<file path="config.mk">
export PLATFORM = sky130hd
export DESIGN_NAME = beep_pattern_sequencer_unit
export DESIGN_NICKNAME = d
export VERILOG_FILES = /design/src/design/bps_pkg.sv /design/src/design/bps_req_stage.sv /design/src/design/bps_core.sv /design/src/design/bps_res_stage.sv /design/src/design/beep_pattern_sequencer_unit.sv
export SDC_FILE = /design/constraint.sdc
export NUM_CORES = 1
export LEC_CHECK = 0
export BUFFER_PORTS_ARGS = -buffer_cell sky130_fd_sc_hd__buf_2
export CAP_MARGIN = 20
export CORE_MARGIN = 2
export CORE_UTILIZATION = 45
export CTS_BUF_LIST = sky130_fd_sc_hd__clkbuf_4 sky130_fd_sc_hd__clkbuf_8 sky130_fd_sc_hd__clkbuf_16
export DETAILED_ROUTE_END_ITERATION = 12
export GPL_TIMING_DRIVEN = 0
export PLACE_DENSITY_LB_ADDON = 0.3
export RECOVER_POWER = 25
export SETUP_SLACK_MARGIN = 0.15
export SLEW_MARGIN = 30
export SYNTH_ARGS = -nofsm -noshare
export SYNTH_HDL_FRONTEND = slang
export SYNTH_SLANG_ARGS = --single-unit
</file>
<file path="constraint.sdc">
create_clock -name clk -period 4.05 [get_ports clk]
set_input_delay 0.81 -clock clk [delete_from_list [all_inputs] [get_ports clk]]
set_output_delay 0.81 -clock clk [all_outputs]
set_load 0.005 [all_outputs]
</file>
<file path="src/design/bps_pkg.sv">
// ----------------------------------------------------------------------------
// bps_pkg
// Shared types for the beep pattern sequencer: request codes and the request
// and result items passed between the pipeline stages.
// ----------------------------------------------------------------------------
package bps_pkg;

  typedef enum logic [1:0] {
    REQ_UPDATE = 2'd0,
    REQ_PLAY   = 2'd1,
    REQ_CANCEL = 2'd2,
    REQ_MUTE   = 2'd3
  } req_code_t;

  typedef struct packed {
    req_code_t   req_type;
    logic [31:0] now_ms;
    logic [15:0] on_time_ms;
    logic [15:0] off_time_ms;
    logic [15:0] repeat_count;
    logic        mute_value;
  } req_item_t;

  typedef struct packed {
    logic drive;
    logic play_accepted;
    logic busy_res;
    logic is_muted;
  } res_item_t;

endpackage

</file>
<file path="src/design/bps_req_stage.sv">
// ----------------------------------------------------------------------------
// bps_req_stage
// Input register: captures one request item and holds it while the
// sequencer core cannot move it on.
// ----------------------------------------------------------------------------
module bps_req_stage (
  input  logic              clk,
  input  logic              rst,
  input  logic              req_valid,
  output logic              req_stall,
  input  bps_pkg::req_item_t req_in,
  output logic              held_valid,
  output bps_pkg::req_item_t held_item,
  input  logic              down_stall
);
  import bps_pkg::*;

  assign req_stall = held_valid && down_stall;

  always_ff @(posedge clk) begin
    if (rst) begin
      held_valid <= 1'b0;
    end else if (!req_stall) begin
      held_valid <= req_valid;
    end
  end

  always_ff @(posedge clk) begin
    if (!req_stall) begin
      held_item <= req_in;
    end
  end

endmodule

</file>
<file path="src/design/bps_core.sv">
// ----------------------------------------------------------------------------
// bps_core
// Pattern state and the single-pass step logic: applies one request item to
// the state and forms its result item.
// ----------------------------------------------------------------------------
module bps_core #(
  parameter int unsigned MAX_PHASE_MS = 60000
) (
  input  logic               clk,
  input  logic               rst,
  input  logic               item_valid,
  input  bps_pkg::req_item_t item,
  input  logic               res_stall,
  output logic               fire,
  output bps_pkg::res_item_t res
);
  import bps_pkg::*;

  localparam logic [15:0] MaxPhase = 16'(MAX_PHASE_MS);

  logic        running, running_next;
  logic        sounding, sounding_next;
  logic        mute_flag, mute_flag_next;
  logic [15:0] beeps_left, beeps_left_next;
  logic [31:0] phase_deadline, phase_deadline_next;
  logic [15:0] stored_on_time, stored_on_time_next;
  logic [15:0] stored_off_time, stored_off_time_next;

  logic [31:0] diff;
  logic        passed;
  logic        play_ok;

  assign fire    = item_valid && !res_stall;
  assign diff    = item.now_ms - phase_deadline;
  assign passed  = !diff[31];
  assign play_ok = !mute_flag && (item.repeat_count != 16'd0) && (item.on_time_ms != 16'd0)
                   && (item.on_time_ms <= MaxPhase) && (item.off_time_ms <= MaxPhase);

  always_comb begin
    running_next         = running;
    sounding_next        = sounding;
    mute_flag_next       = mute_flag;
    beeps_left_next      = beeps_left;
    phase_deadline_next  = phase_deadline;
    stored_on_time_next  = stored_on_time;
    stored_off_time_next = stored_off_time;
    case (item.req_type)
      REQ_UPDATE: begin
        if (running && passed) begin
          if (sounding) begin
            sounding_next   = 1'b0;
            beeps_left_next = beeps_left - 16'd1;
            if (beeps_left == 16'd1) begin
              running_next = 1'b0;
            end else begin
              phase_deadline_next = item.now_ms + {16'd0, stored_off_time};
            end
          end else begin
            sounding_next       = 1'b1;
            phase_deadline_next = item.now_ms + {16'd0, stored_on_time};
          end
        end
      end
      REQ_PLAY: begin
        if (play_ok) begin
          stored_on_time_next  = item.on_time_ms;
          stored_off_time_next = item.off_time_ms;
          beeps_left_next      = item.repeat_count;
          running_next         = 1'b1;
          sounding_next        = 1'b1;
          phase_deadline_next  = item.now_ms + {16'd0, item.on_time_ms};
        end
      end
      REQ_CANCEL: begin
        running_next    = 1'b0;
        sounding_next   = 1'b0;
        beeps_left_next = 16'd0;
      end
      default: begin
        mute_flag_next = item.mute_value;
        if (item.mute_value) begin
          running_next    = 1'b0;
          sounding_next   = 1'b0;
          beeps_left_next = 16'd0;
        end
      end
    endcase
  end

  always_comb begin
    res.drive         = sounding_next;
    res.play_accepted = (item.req_type == REQ_PLAY) && play_ok;
    res.busy_res      = running_next;
    res.is_muted      = mute_flag_next;
  end

  always_ff @(posedge clk) begin
    if (rst) begin
      running         <= 1'b0;
      sounding        <= 1'b0;
      mute_flag       <= 1'b0;
      beeps_left      <= 16'd0;
      phase_deadline  <= 32'd0;
      stored_on_time  <= 16'd0;
      stored_off_time <= 16'd0;
    end else if (fire) begin
      running         <= running_next;
      sounding        <= sounding_next;
      mute_flag       <= mute_flag_next;
      beeps_left      <= beeps_left_next;
      phase_deadline  <= phase_deadline_next;
      stored_on_time  <= stored_on_time_next;
      stored_off_time <= stored_off_time_next;
    end
  end

endmodule

</file>
<file path="src/design/bps_res_stage.sv">
// ----------------------------------------------------------------------------
// bps_res_stage
// Result register: holds one result item until the receiver takes it.
// ----------------------------------------------------------------------------
module bps_res_stage (
  input  logic               clk,
  input  logic               rst,
  input  logic               up_valid,
  input  bps_pkg::res_item_t up_item,
  output logic               up_stall,
  output logic               res_valid,
  input  logic               res_stall,
  output bps_pkg::res_item_t res_item
);
  import bps_pkg::*;

  assign up_stall = res_valid && res_stall;

  always_ff @(posedge clk) begin
    if (rst) begin
      res_valid <= 1'b0;
    end else if (!up_stall) begin
      res_valid <= up_valid;
    end
  end

  always_ff @(posedge clk) begin
    if (!up_stall) begin
      res_item <= up_item;
    end
  end

endmodule

</file>
<file path="src/design/beep_pattern_sequencer_unit.sv">
// ----------------------------------------------------------------------------
// beep_pattern_sequencer_unit
// Buzzer on/off pattern sequencer driven by request items.
//
// Request channel (req_valid / req_stall) carries one request item: update
// tick, play, cancel or set mute, with a wrapping millisecond timestamp.
// Result channel (res_valid / res_stall) returns exactly one result item per
// request: drive level, play acceptance, busy and mute flags.
// From acceptance to res_valid the item passes the input register, then the
// step logic and pattern state ahead of the result register.
// Throughput: one item per cycle while the receiver does not stall; the pattern
// state updates in the same cycle the item leaves the input register.
// Reset (rst, synchronous): pipeline empties, buzzer off, no pattern, unmuted.
// When the receiver stalls, the result register holds its item, the input
// register fills, and req_stall rises after that until the result is taken.
// ----------------------------------------------------------------------------
module beep_pattern_sequencer_unit #(
  parameter int unsigned MAX_PHASE_MS = 60000
) (
  input  logic        clk,
  input  logic        rst,
  input  logic        req_valid,
  output logic        req_stall,
  input  logic [1:0]  req_type,
  input  logic [31:0] now_ms,
  input  logic [15:0] on_time_ms,
  input  logic [15:0] off_time_ms,
  input  logic [15:0] repeat_count,
  input  logic        mute_value,
  output logic        res_valid,
  input  logic        res_stall,
  output logic        drive,
  output logic        play_accepted,
  output logic        busy_res,
  output logic        is_muted
);
  import bps_pkg::*;

  req_item_t req_in;
  req_item_t held_item;
  logic      held_valid;
  logic      core_stall;
  logic      fire;
  res_item_t core_res;
  res_item_t res_item;

  always_comb begin
    req_in.req_type     = req_code_t'(req_type);
    req_in.now_ms       = now_ms;
    req_in.on_time_ms   = on_time_ms;
    req_in.off_time_ms  = off_time_ms;
    req_in.repeat_count = repeat_count;
    req_in.mute_value   = mute_value;
  end

  bps_req_stage u_req_stage (
    .clk        (clk),
    .rst        (rst),
    .req_valid  (req_valid),
    .req_stall  (req_stall),
    .req_in     (req_in),
    .held_valid (held_valid),
    .held_item  (held_item),
    .down_stall (core_stall)
  );

  bps_core #(
    .MAX_PHASE_MS (MAX_PHASE_MS)
  ) u_core (
    .clk        (clk),
    .rst        (rst),
    .item_valid (held_valid),
    .item       (held_item),
    .res_stall  (core_stall),
    .fire       (fire),
    .res        (core_res)
  );

  bps_res_stage u_res_stage (
    .clk       (clk),
    .rst       (rst),
    .up_valid  (held_valid),
    .up_item   (core_res),
    .up_stall  (core_stall),
    .res_valid (res_valid),
    .res_stall (res_stall),
    .res_item  (res_item)
  );

  assign drive         = res_item.drive;
  assign play_accepted = res_item.play_accepted;
  assign busy_res      = res_item.busy_res;
  assign is_muted      = res_item.is_muted;

  a_accept_fills: assert property (@(posedge clk) disable iff (rst)
    req_valid && !req_stall |=> held_valid)
    else $error("accepted request item not held in input register");

  a_fire_delivers: assert property (@(posedge clk) disable iff (rst)
    fire |=> res_valid)
    else $error("processed item did not reach result register");

  a_play_sounds: assert property (@(posedge clk) disable iff (rst)
    res_valid && play_accepted |-> drive && busy_res && !is_muted)
    else $error("accepted play without sounding pattern");

  a_mute_idle: assert property (@(posedge clk) disable iff (rst)
    res_valid && (is_muted || !busy_res) |-> !(is_muted && busy_res) && !(drive && !busy_res))
    else $error("pattern running while muted or sounding while idle");

endmodule
</file>
== After elaboration in Yosys (flattened, before gate mapping) ==
Index checks and enable logic that the tools add are counted.
Storage, ports and cells
  flip-flop bits (word level): 172
  bits of input ports: 87
  output and inout port bits: 6
  logic and storage cells: 76
Operators by class
  add/sub/neg operators: 5
  magnitude comparators: 2
  eq/ne operators: 7
  mux-type cells: 22
  reductions and logical operators: 21
Operators by type and width (number)
  $mux 32: 4
  $add 32x16->32: 3
  $mux 16: 4
  $pmux 32 s2: 1
  $pmux 16 s3: 1
  $le 16x16->1 const B: 2
  $reduce_bool 16->1: 2
  $sub 32x32->32: 1
  $eq 16x1->1 const B: 1
  $sub 16x1->16 const B: 1
  $mux 1: 10
  $reduce_and 5->1: 2
  $logic_and 1x1->1: 9
  $ne 2x1->1 const B: 3
  $pmux 1 s3: 2
  $reduce_bool 4->1: 1
  $logic_not 1->1: 3
  $ne 3x3->1 const B: 1
  $reduce_and 3->1: 1
  $reduce_or 3->1: 1
  $eq 2x1->1 const B: 1
  $eq 2x2->1 const B: 1
  $logic_not 2->1: 1
  $reduce_bool 2->1: 1

== Depth between registers and ports, before layout ==
  depth in word-level cells: 7
  gate-level depth with buffers: 17
  mapped depth without buffers: 14

== Modules after synthesis ==
A second synthesis with hierarchy kept.
Unflattened totals
  cells, all modules: 914
  area, all modules: 8821.0 um^2
By module, submodules not included
  bps_core: instances 1, cells an instance 817, area an instance 6135.9 um^2, sequential area each 1661.6 um^2
  bps_req_stage: instances 1, cells an instance 88, area an instance 2528.7 um^2, sequential area each 2512.4 um^2
  bps_res_stage: instances 1, cells an instance 9, area an instance 156.4 um^2, sequential area each 140.1 um^2

== Worst setup path after synthesis ==
Ideal clock, no wire load.
  path kind: input port to output port
  from: input res_stall
  to: output req_stall
  data arrival time: 3237 ps
  data required time: 3240 ps
  slack: 3 ps
  stages on the path: 2
  path buffers: 0
  path through: nand3_1 > inv_1
On the way
  longest elaborated chain between the ends: 2
Ends and longest elaborated chain
  start, declared: RTL line beep_pattern_sequencer_unit.sv:31  | input logic res_stall,
  $logic_and 1x1->1: RTL line bps_res_stage.sv:17  | assign up_stall = res_valid && res_stall;
  $logic_and 1x1->1: RTL line bps_req_stage.sv:18  | assign req_stall = held_valid && down_stall;
  end, declared: RTL line beep_pattern_sequencer_unit.sv:23  | output logic req_stall,
Every way passes these cells.

== Final worst setup path ==
  from: register, netlist name u_req_stage.held_item[81]
  to: register u_core.phase_deadline[31]
On the way
  longest elaborated chain between the ends: 3
  elaborated cells on any way between the ends: 8
  those cells by class: eq/ne (4); mux (1); reduce/logical (3)
Ends and longest elaborated chain
  $eq 2x1->1 / $logic_not 2->1 (equally long branches): RTL line bps_core.sv:47  | case (item.req_type)
  $ne 2x1->1 (no source line) (tied with other cells)
  $reduce_and 5->1 (no source line)
  end signal, assigned: RTL line bps_core.sv:111  | phase_deadline <= phase_deadline_next;
  end, declared: RTL line bps_core.sv:25  | logic [31:0] phase_deadline, phase_deadline_next;
Parallel ways exist; a longest one is shown, timed or not.
A chain may end at the register's enable or synchronous reset.

==> impl_metrics.ini <==
[die]
die_h_um = 144
num_rows = 51
die_area_mm2 = 0.0208
io_pins = 93
start_util_pct = 45.7
die_w_um = 144
core_mm2 = 0.0194

[global_routing]
antenna_found_initial = 0
grt_pass1_vias = 6590
grt_start_max_net_pins = 43
grt-ovfl-total = 0
grtUsageTotal_pct = 20.8
grt_pass1_wl_mm = 33.5

[timing]
skew_ps = 8.20
fmax_ghz = 0.271
fin_ws_ps = 363
whs_ps = 455
slew_headroom_pct = 39.9
min_period_over_period_pct = 91.0
slew_viol_final = 0
setup_viol = 0
min_period_ps = 3690
rsz0062_at_grt = no
worst_pin_slew_ps = 877
finalHoldViolations = 0

[worst_setup_path]
cp_common_cell = ha_1
slowest_stage = edfxtp_1
slowest_delay_ps = 420
worstPathArrival_ps = 4030
worstPathCellList = ha_1 > clkbuf_4 > clkbuf_8 > buf_2 > nand2_1 > o21ai_0 > ha_1 > and3_1 > a21bo_2 > o2111a_2 > nor4_4 > a2111oi_4 > buf_4 > nor4bb_4 > xnor2_1 > a211oi_1
setup.worst_path.class = flop to flop
crit_path_max_fanout = 10
crit_path_end_kind = flop
path_buf_inv = 4
critPathTopFamily = compound AO/OA/AOI/OAI gates
required_ps = 4390
start_kind = flop

[synth]
ys_seq_area_share_pct = 48.6
syn_avg_cell_area_um2 = 10.1
netlist.area_leader.share_pct = 29.5
mappedNetlistNets = 1018
synth_area_leaders = edfxtp_1 (29%), dfxtp_1 (19%), ha_1 (7.2%), nand2_1 (5.9%), mux2i_1 (3.6%)
ys.flop_type = edfxtp_1
synth-edff-count = 87
synth_warnings = 0
async_flop_share_pct = 0
ys_ff_latch = 172
syn-cell-area_mm2 = 0.00887
yosysUniqueCellTypes = 70
synth_top_area_cell = edfxtp_1
synth_cells = 879

[finish]
final_area_mm2 = 0.0105
nNetsFinal = 1139
synthToLayoutAreaGrowth_pct = 18.4
n_fill_cell = 1746
regArea_mm2 = 0.00431
layout-drive-gt1-share_pct = 19.4
multi_input_area_mm2 = 0.00426
fin_util_pct = 54.1
antenna_cells = 0

[routing]
viasPerCell = 5.42
wl_per_cell_um = 16.2
first_pass_iters = 5
vias = 6931
routed_wl_mm = 20.8
ant_nets = 0
drcViolationCount = 0
first_iter_violations = 552

[clocking]
clk_latency_ps = 430
clk_pin_slew_ps = 60
clockRootBuffer = clkbuf_16
h-tree-depth = 4
cts_made_buffers = 17
clockBufferDepth = 2
clkSinkCount = 172
cts_tree = yes

[placement]
io_buffers = 92
dp_slack_ps = -887
place_hpwl_mm = 15.1
placed_area_mm2 = 0.00971
gp_congestion = 0.882

[pwr]
power_w = 0.00420
ir_worst_vdd_uv = 338
p_leak_nw = 4.02
p_per_area_mw_per_mm2 = 400

[flow_run]
cap_violations = 0

[status]
status = complete, no violations

[worst_hold_path]
min_path_type = flop to flop
-- through the flow --
stage | cells | TNS [ps]
after detailed placement | 1238 | -8670
after CTS | 1272 | 0
after global routing | 1278 | 0
final | 1278 | 0
after floorplan | 879 | 0
after global placement | 1236 | -8820
-- layout make-up --
type                            count  share of cell area [%]
Buffer                             41                    2.28
Clock buffer                       20                    4.33
Clock inverter                     12                    1.29
Inverter                           53                    1.90
Multi-Input combinational cell    613                    40.6
Sequential cell                   172                    41.1
Tap cell                          265                    3.16
Timing Repair Buffer              102                    5.34
-- cell usage after synthesis (11+ instances only) --
cell type and number:
edfxtp_1 87, inv_1 53, clkbuf_1 26, nand3_1 21, a211oi_1 39, o21ai_0 34, mux2i_1 32, nor3_1 16
ha_1 51, dfxtp_1 85, nand2_1 139, o31ai_1 12, a21oi_1 62, nand4_1 11, xnor2_1 25, nor2_1 33
-- power by group --
part           internal (W)  total, W  switching, W
logic              0.000246  0.000570      0.000324
registers           0.00192   0.00199     0.0000754
clock network      0.000944   0.00164      0.000694
total               0.00311   0.00420       0.00109
-- sequential cells by signal, summed over array words and instances (netlist names) --
| register | count |
|---|---|
| u_core.stored_off_time | 16 |
| u_core.sounding | 1 |
| u_res_stage.res_item | 4 |
| u_res_stage.res_valid | 1 |
| u_req_stage.held_valid | 1 |
| u_core.mute_flag | 1 |
| u_core.beeps_left | 16 |
| u_core.phase_deadline | 32 |
| u_core.running | 1 |
| u_req_stage.held_item | 83 |
| u_core.stored_on_time | 16 |
-- layer usage --
metal  part of all wire (%)  vias up  wire length [um]  track usage (%)
met3                    5.8       23              1200             3.44
met2                     46      208              9590             33.2
li1                       -     3471                 -                -
met5                      0        -                 0                0
met1                     47     3229              9670             28.9
met4                    1.4        0               297             6.64
-- final timing paths --
path         slack [ps]                         to                 startpoint  cells past startpoint
max                 360  u_core.phase_deadline[31]  u_req_stage.held_item[81]                     16
min                 460   u_core.stored_on_time[4]   u_core.stored_on_time[4]                      2
max reg2reg         360  u_core.phase_deadline[31]  u_req_stage.held_item[81]                     16
min reg2reg         460   u_core.stored_on_time[4]   u_core.stored_on_time[4]                      2
-- worst reg2reg max path, delay by kind of cell, from the launching register on --
| family | cells | cell delay (ps) |
|---|---|---|
| AOI/OAI and AO/OA | 5 | 890 |
| and+or+nand+nor | 4 | 820 |
| buffers and inverters | 4 | 770 |
| adders and majority gates | 2 | 610 |
| DFF | 1 | 420 |
| xor gates and xnor gates | 1 | 100 |
-- repair_timing --
action                                  in CTS  in global routing
endpoints found under the setup margin      18                 15
setup buffers                                2                  6
gates resized for setup                     21                 16
pin swaps                                    4                  6
hold buffers                                 0                  0
-- cell usage in the layout (no fill, tap or decap), types with 6 or more instances in the layout --
| cell type | n |
|---|---|
| a211oi_1 | 39 |
| a211oi_2 | 10 |
| a21o_1 | 10 |
| a21oi_1 | 61 |
| a22oi_1 | 10 |
| and2_1 | 6 |
| and3_1 | 7 |
| buf_2 | 101 |
| buf_4 | 8 |
| clkbuf_1 | 19 |
| clkbuf_16 | 17 |
| clkbuf_4 | 6 |
| dfxtp_1 | 85 |
| edfxtp_1 | 87 |
| ha_1 | 49 |
| inv_1 | 53 |
| mux2i_1 | 32 |
| nand2_1 | 139 |
| nand3_1 | 20 |
| nand4_1 | 11 |
| nor2_1 | 33 |
| nor3_1 | 16 |
| nor4_1 | 9 |
| o21ai_0 | 32 |
| o311ai_0 | 6 |
| o31ai_1 | 11 |
| xnor2_1 | 25 |
| xor2_1 | 9 |
-- cells by family (layout without fill, tap and decap cells) --
logic type / count (synthesis) / count (layout) / synth area share, %
xor gates and xnor gates: 34 / 34 / 3.36
adders and majority gates: 52 / 52 / 7.42
and+or+nand+nor: 271 / 271 / 14.6
muxes: 35 / 35 / 3.99
buffers and inverters: 94 / 228 / 4.61
DFF: 172 / 172 / 48.6
AOI/OAI and AO/OA: 221 / 221 / 17.4
(Power assumes the default switching activity.)
